[src/hw/rtl/segment_plane_intersection_top_defines.svh]
// Assertion macros for the segment/plane intersection block.
// Used by the top level only; define ASSERT_OFF to drop all checks.
`ifndef SEGMENT_PLANE_INTERSECTION_TOP_DEFINES_SVH
`define SEGMENT_PLANE_INTERSECTION_TOP_DEFINES_SVH
`ifndef ASSERT_OFF
`define SPI_ASSERT(lbl, prop) \
	lbl: assert property (@(posedge clk) disable iff (!arst_n) prop) \
		else $error("assertion failed");
`define SPI_NEVER(lbl, cond) \
	lbl: assert property (@(posedge clk) disable iff (!arst_n) !(cond)) \
		else $error("forbidden condition seen");
`else
`define SPI_ASSERT(lbl, prop)
`define SPI_NEVER(lbl, cond)
`endif
`endif

[src/hw/rtl/spi_pkg.sv]
// Shared types, codes, the division step function and a saturation helper for the segment/plane intersection block.
// No dependencies.
package spi_pkg;

	typedef logic signed [31:0] coord_t;
	typedef logic signed [32:0] diff_t;
	typedef logic signed [50:0] prod_t;
	typedef logic signed [52:0] acc_t;
	typedef logic [52:0] mag_t;

	localparam int unsigned TFRAC = 31;
	localparam int unsigned QDEPTH = 4;

	localparam logic [1:0] KIND_NONE      = 2'd0;
	localparam logic [1:0] KIND_TOUCH     = 2'd1;
	localparam logic [1:0] KIND_PENETRATE = 2'd2;

	localparam logic [2:0] REG_NORMAL_X = 3'd0;
	localparam logic [2:0] REG_NORMAL_Y = 3'd1;
	localparam logic [2:0] REG_NORMAL_Z = 3'd2;
	localparam logic [2:0] REG_ANCHOR_X = 3'd3;
	localparam logic [2:0] REG_ANCHOR_Y = 3'd4;
	localparam logic [2:0] REG_ANCHOR_Z = 3'd5;
	localparam logic [2:0] REG_TOL      = 3'd6;

	typedef enum logic [1:0] {
		CLS_NONE,
		CLS_START,
		CLS_END,
		CLS_DIV
	} cls_t;

	typedef struct packed {
		logic signed [17:0] nx;
		logic signed [17:0] ny;
		logic signed [17:0] nz;
		coord_t ax;
		coord_t ay;
		coord_t az;
		logic [15:0] tol;
	} cfg_t;

	// request handed from the classifier to the divider side
	typedef struct packed {
		cls_t cls;
		coord_t [2:0] s;
		diff_t [2:0] d;
		mag_t num;
		mag_t den;
	} mid_t;

	typedef struct packed {
		cls_t cls;
		coord_t [2:0] s;
		diff_t [2:0] d;
		mag_t r;
		mag_t den;
		logic [TFRAC-1:0] q;
	} dv_t;

	typedef struct packed {
		logic [1:0] kind;
		coord_t x;
		coord_t y;
		coord_t z;
	} out_t;

	// one restoring division step
	function automatic dv_t div_step(dv_t i);
		dv_t o;
		logic [53:0] r2;
		logic b;
		o = i;
		r2 = {i.r, 1'b0};
		b = (r2 >= {1'b0, i.den});
		if (b) begin
			o.r = 53'(r2 - {1'b0, i.den});
		end else begin
			o.r = r2[52:0];
		end
		o.q = {i.q[TFRAC-2:0], b};
		return o;
	endfunction

	function automatic coord_t sat32(logic signed [34:0] v);
		if (v > 35'sd2147483647) begin
			return 32'sh7fffffff;
		end else if (v < -35'sd2147483648) begin
			return 32'sh80000000;
		end
		return v[31:0];
	endfunction

endpackage

[src/hw/rtl/spi_queue.sv]
// Short queue between the classifier and the divider side.
// Depends on spi_pkg.
module spi_queue (
	input  logic          clk,
	input  logic          arst_n,
	input  logic          wr,
	input  spi_pkg::mid_t wdata,
	output logic          q_full,
	input  logic          rd,
	output spi_pkg::mid_t rdata,
	output logic          q_empty
);
	import spi_pkg::*;

	localparam int unsigned AW = $clog2(QDEPTH);

	mid_t mem [QDEPTH];
	logic [AW-1:0] wp_q, rp_q;
	logic [AW:0] cnt_q;

	assign q_full  = (cnt_q == (AW+1)'(QDEPTH));
	assign q_empty = (cnt_q == '0);
	assign rdata   = mem[rp_q];

	always_ff @(posedge clk or negedge arst_n) begin
		if (!arst_n) begin
			wp_q  <= '0;
			rp_q  <= '0;
			cnt_q <= '0;
		end else begin
			if (wr) begin
				wp_q <= wp_q + 1'b1;
			end
			if (rd) begin
				rp_q <= rp_q + 1'b1;
			end
			cnt_q <= cnt_q + (AW+1)'(wr) - (AW+1)'(rd);
		end
	end

	always_ff @(posedge clk) begin
		if (wr) begin
			mem[wp_q] <= wdata;
		end
	end

endmodule

[config.mk]
export PLATFORM = sky130hd
export DESIGN_NAME = spi_queue
export DESIGN_NICKNAME = d
export VERILOG_FILES = /design/src/hw/rtl/segment_plane_intersection_top_defines.svh /design/src/hw/rtl/spi_pkg.sv /design/src/hw/rtl/spi_queue.sv
export SDC_FILE = /design/constraint.sdc
export NUM_CORES = 1
export LEC_CHECK = 0
export BUFFER_PORTS_ARGS = -buffer_cell sky130_fd_sc_hd__buf_2
export CAP_MARGIN = 20
export CORE_ASPECT_RATIO = 0.75
export CORE_MARGIN = 1.5
export CORE_UTILIZATION = 55
export CTS_CLUSTER_SIZE = 10
export DETAILED_ROUTE_END_ITERATION = 6
export PLACE_DENSITY = 0.86
export SYNTH_ARGS = -nofsm -noshare
export SYNTH_HDL_FRONTEND = slang
export SYNTH_SLANG_ARGS = --single-unit
[constraint.sdc]
create_clock -name clk -period 15.18 [get_ports clk]
set_clock_uncertainty 0.15 [all_clocks]
set_input_delay 0.759 -clock clk [delete_from_list [all_inputs] [get_ports clk]]
set_output_delay 0.759 -clock clk [all_outputs]
set_load 0.01 [all_outputs]
==> results.yml <==
routing:
  routed-wl-met2_um: 51800
  detailroute.via_count: 20680
  wirelength_per_cell_um: 29.1
  routedLengthMet1_um: 33900
  antenna_violating_nets_post_route: 0
  drt-initial-drc-count: 1905
  detailed_route_wirelength_on_metal3_um: 10600
  first_pass_iters: 5
  route.final.wire_length_um: 99600
  post-route-drc-count: 0
  detail_route.vias_per_cell: 6.04
  highest_layer: "met5"
sta:
  timing.final.setup_violations: 0
  setup_tns_ns: 0
  final_min_period_over_clock_period: 0.349
  max_slew_margin: 0.248
  report.final.hold_viol_count: 0
  period_minus_slack_ns: 5.29
  tightest_slew_ns: 1.13
  timing.fmax_mhz: 189
  rsz0062_at_grt: "no"
  slew_viol_final: 0
hold_path:
  min_delay_path_depth: 1
  min_path_type: "in2reg"
pwr:
  power.switching_w: 0.00310
  pwr-share-comb: 0.276
  clkPwrFrac: 0.279
  power.share.switching: 0.296
  vdd_ir_drop_max_mv: 0.205
  leakage_nw: 17.7
  cell_internal_pwr_w: 0.00736
  pwr-share-seq: 0.445
  totalPowerFinal_w: 0.0105
  power.density_nw_per_um2: 201
die:
  design.die.area_um2: 81900
  core_area_um2: 79100
  number_of_placed_i_o_pins: 612
  num_rows: 89
  initial_core_util: 0.558
  die_x_um: 330
  die_height_um: 248
grt:
  grt.total_usage: 0.241
  grt_pass1_wl_um: 142000
  number_of_antenna_violations_at_the_first_check_in_global_routing: 38
  grt_pass1_vias: 21836
  grt_overflow_total: 0
  grt_start_max_net_pins: 112
clock_network:
  cts_max_level: 4
  tritoncts.num_buffers: 140
  clkSinkCount: 1219
  insertion_delay_ns: 0.71
  ctsLongestPathBuffers: 3
  clk_pin_slew_worst_paths_ns: 0.06
  clock-root-buffer: "sky130_fd_sc_hd__clkbuf_16"
  tritoncts: "built"
worst_setup_path:
  worstPathCellList: "buf_4, buf_12, mux4_2, buf_2"
  worst-path-max-fanout: 111
  critical_path.top_delay_family: "buffers and inverters"
  timing.critical_path.to_type: "output port"
  crit_path_max_incr_delay_ns: 1.08
  cp.arrival_ns: 4.38
  slowest_stage: "sky130_fd_sc_hd__dfrtp_4"
  worst-path-buf-inv: 3
  cp_data_required_time_ns: 14.27
  cp-start-kind: "flip-flop"
  critical_path_depth: 4
  worstRegToRegCells: 5
  criticalPathCategory: "reg2out"
place:
  detailedPlacementHpwl_um: 57200
  gpl.final_weighted_congestion: 0.812
  place.port_buffers: 611
  placed_area_um2: 48200
synth:
  post_syn_nets: 1931
  ys_ff_latch: 1219
  ys_seq_area_frac: 0.829
  synth.yosys.warnings: 0
  postSynthCellCount: 1617
  syn-cell-area_um2: 44100
  yosys.cell_types.count: 16
  syn_avg_cell_area_um2: 27.3
layout:
  post_route_cells_drive_above_1_share: 0.467
  regArea_um2: 36600
  fillerInstances: 4723
  fin_util: 0.659
  area_of_the_multi_input_gates_um2: 7020
  synthToLayoutAreaGrowth_pct: 18.0
  final_common_cell: "sky130_fd_sc_hd__edfxtp_1"
  final_nets: 2640
  mostFrequentLayoutCells: "sky130_fd_sc_hd__edfxtp_1 (1,212), sky130_fd_sc_hd__buf_2 (611), sky130_fd_sc_hd__mux4_2 (303), sky130_fd_sc_hd__clkbuf_16 (143), sky130_fd_sc_hd__buf_4 (21)"
  final_design_area_no_fill_um2: 52100
job:
  maxCapViolCount: 0
outcome:
  run_status: "completed"
-- kinds of logic after synthesis --
| family | count (synthesis) | share of synthesized area |
|---|---|---|
| flip-flops | 1219 | 0.829 |
| multiplexers | 303 | 0.155 |
| buffers and inverters | 74 | 0.0122 |
| AND/OR/NAND/NOR | 8 | 0.000993 |
| adder cells (fa/ha/maj) | 7 | 0.00216 |
| XOR/XNOR | 5 | 0.000993 |
| AO/OA/AOI/OAI | 1 | 0.000113 |
-- power by group through the flow --
stage          sequential, W  clock, W  combinational, W
2_1_floorplan        0.00476         0           0.00193
5_1_grt              0.00470   0.00309           0.00304
4_1_cts              0.00466   0.00296           0.00291
3_3_place_gp         0.00464         0           0.00281
3_5_place_dp         0.00470         0           0.00285
6_report             0.00465   0.00292           0.00288
-- repair_timing --
item	CTS	global route
endpoints found under the hold margin	7	0
resized for setup	0	0
hold buffers	1	0
buffers inserted	0	0
-- through the flow --
step / setup slack, ns / std cells / hold slack [ns]
final: 9.89 / 3423 / 0.102
after global routing: 9.49 / 3410 / 0.0666
after CTS: 9.73 / 3396 / 0.0492
after detailed placement: 10.54 / 3229 / 0.377
after global placement: 10.58 / 3229 / 0.356
after floorplan: 6.74 / 1617 / 0.313
-- routing by layer --
metal | GRT usage | vias up
met5 | 0 | -
met4 | 0.0948 | 26
met3 | 0.0831 | 227
met2 | 0.406 | 1243
met1 | 0.288 | 10731
li1 | - | 8453
-- final timing paths --
kind / end / startpoint / slack [ns]
max: rdata[183] / rp_q[0] / 9.89
min: mem[1][91] / wdata[91] / 0.10
max reg2reg: mem[1][223] / wp_q[1] / 11.32
min reg2reg: wp_q[0] / wp_q[0] / 0.38
max in group asynchronous: rp_q[0] / arst_n / 14.37
min in group asynchronous: cnt_q[0] / arst_n / 0.32
-- cells in the mapped netlist (all sizes together) --
master  instances  area share
and2            4     0.00057
and3            1     0.00014
buf            62       0.011
clkbuf          6     0.00051
dfrtp           7      0.0040
edfxtp       1212        0.82
fa              1     0.00045
ha              6      0.0017
inv             6     0.00051
mux4          303        0.15
nand2           2     0.00017
nor3            1     0.00011
o21ai           1     0.00011
xnor2           3     0.00060
xor2            2     0.00040
-- cell type report --
type,instances,share of cell area
antenna,27,0.00130
multi-input combinational,324,0.135
inverter,6,0.000432
tap,1046,0.0251
timing repair buffer,635,0.0627
sequential,1219,0.702
clock buffer,152,0.0694
clock inverter,14,0.00384
-- flip-flops by register name, summed over array words and instances (netlist names) --
register  count
cnt_q         3
mem        1212
rp_q          2
wp_q          2
Power figures use the tool's default switching activity.
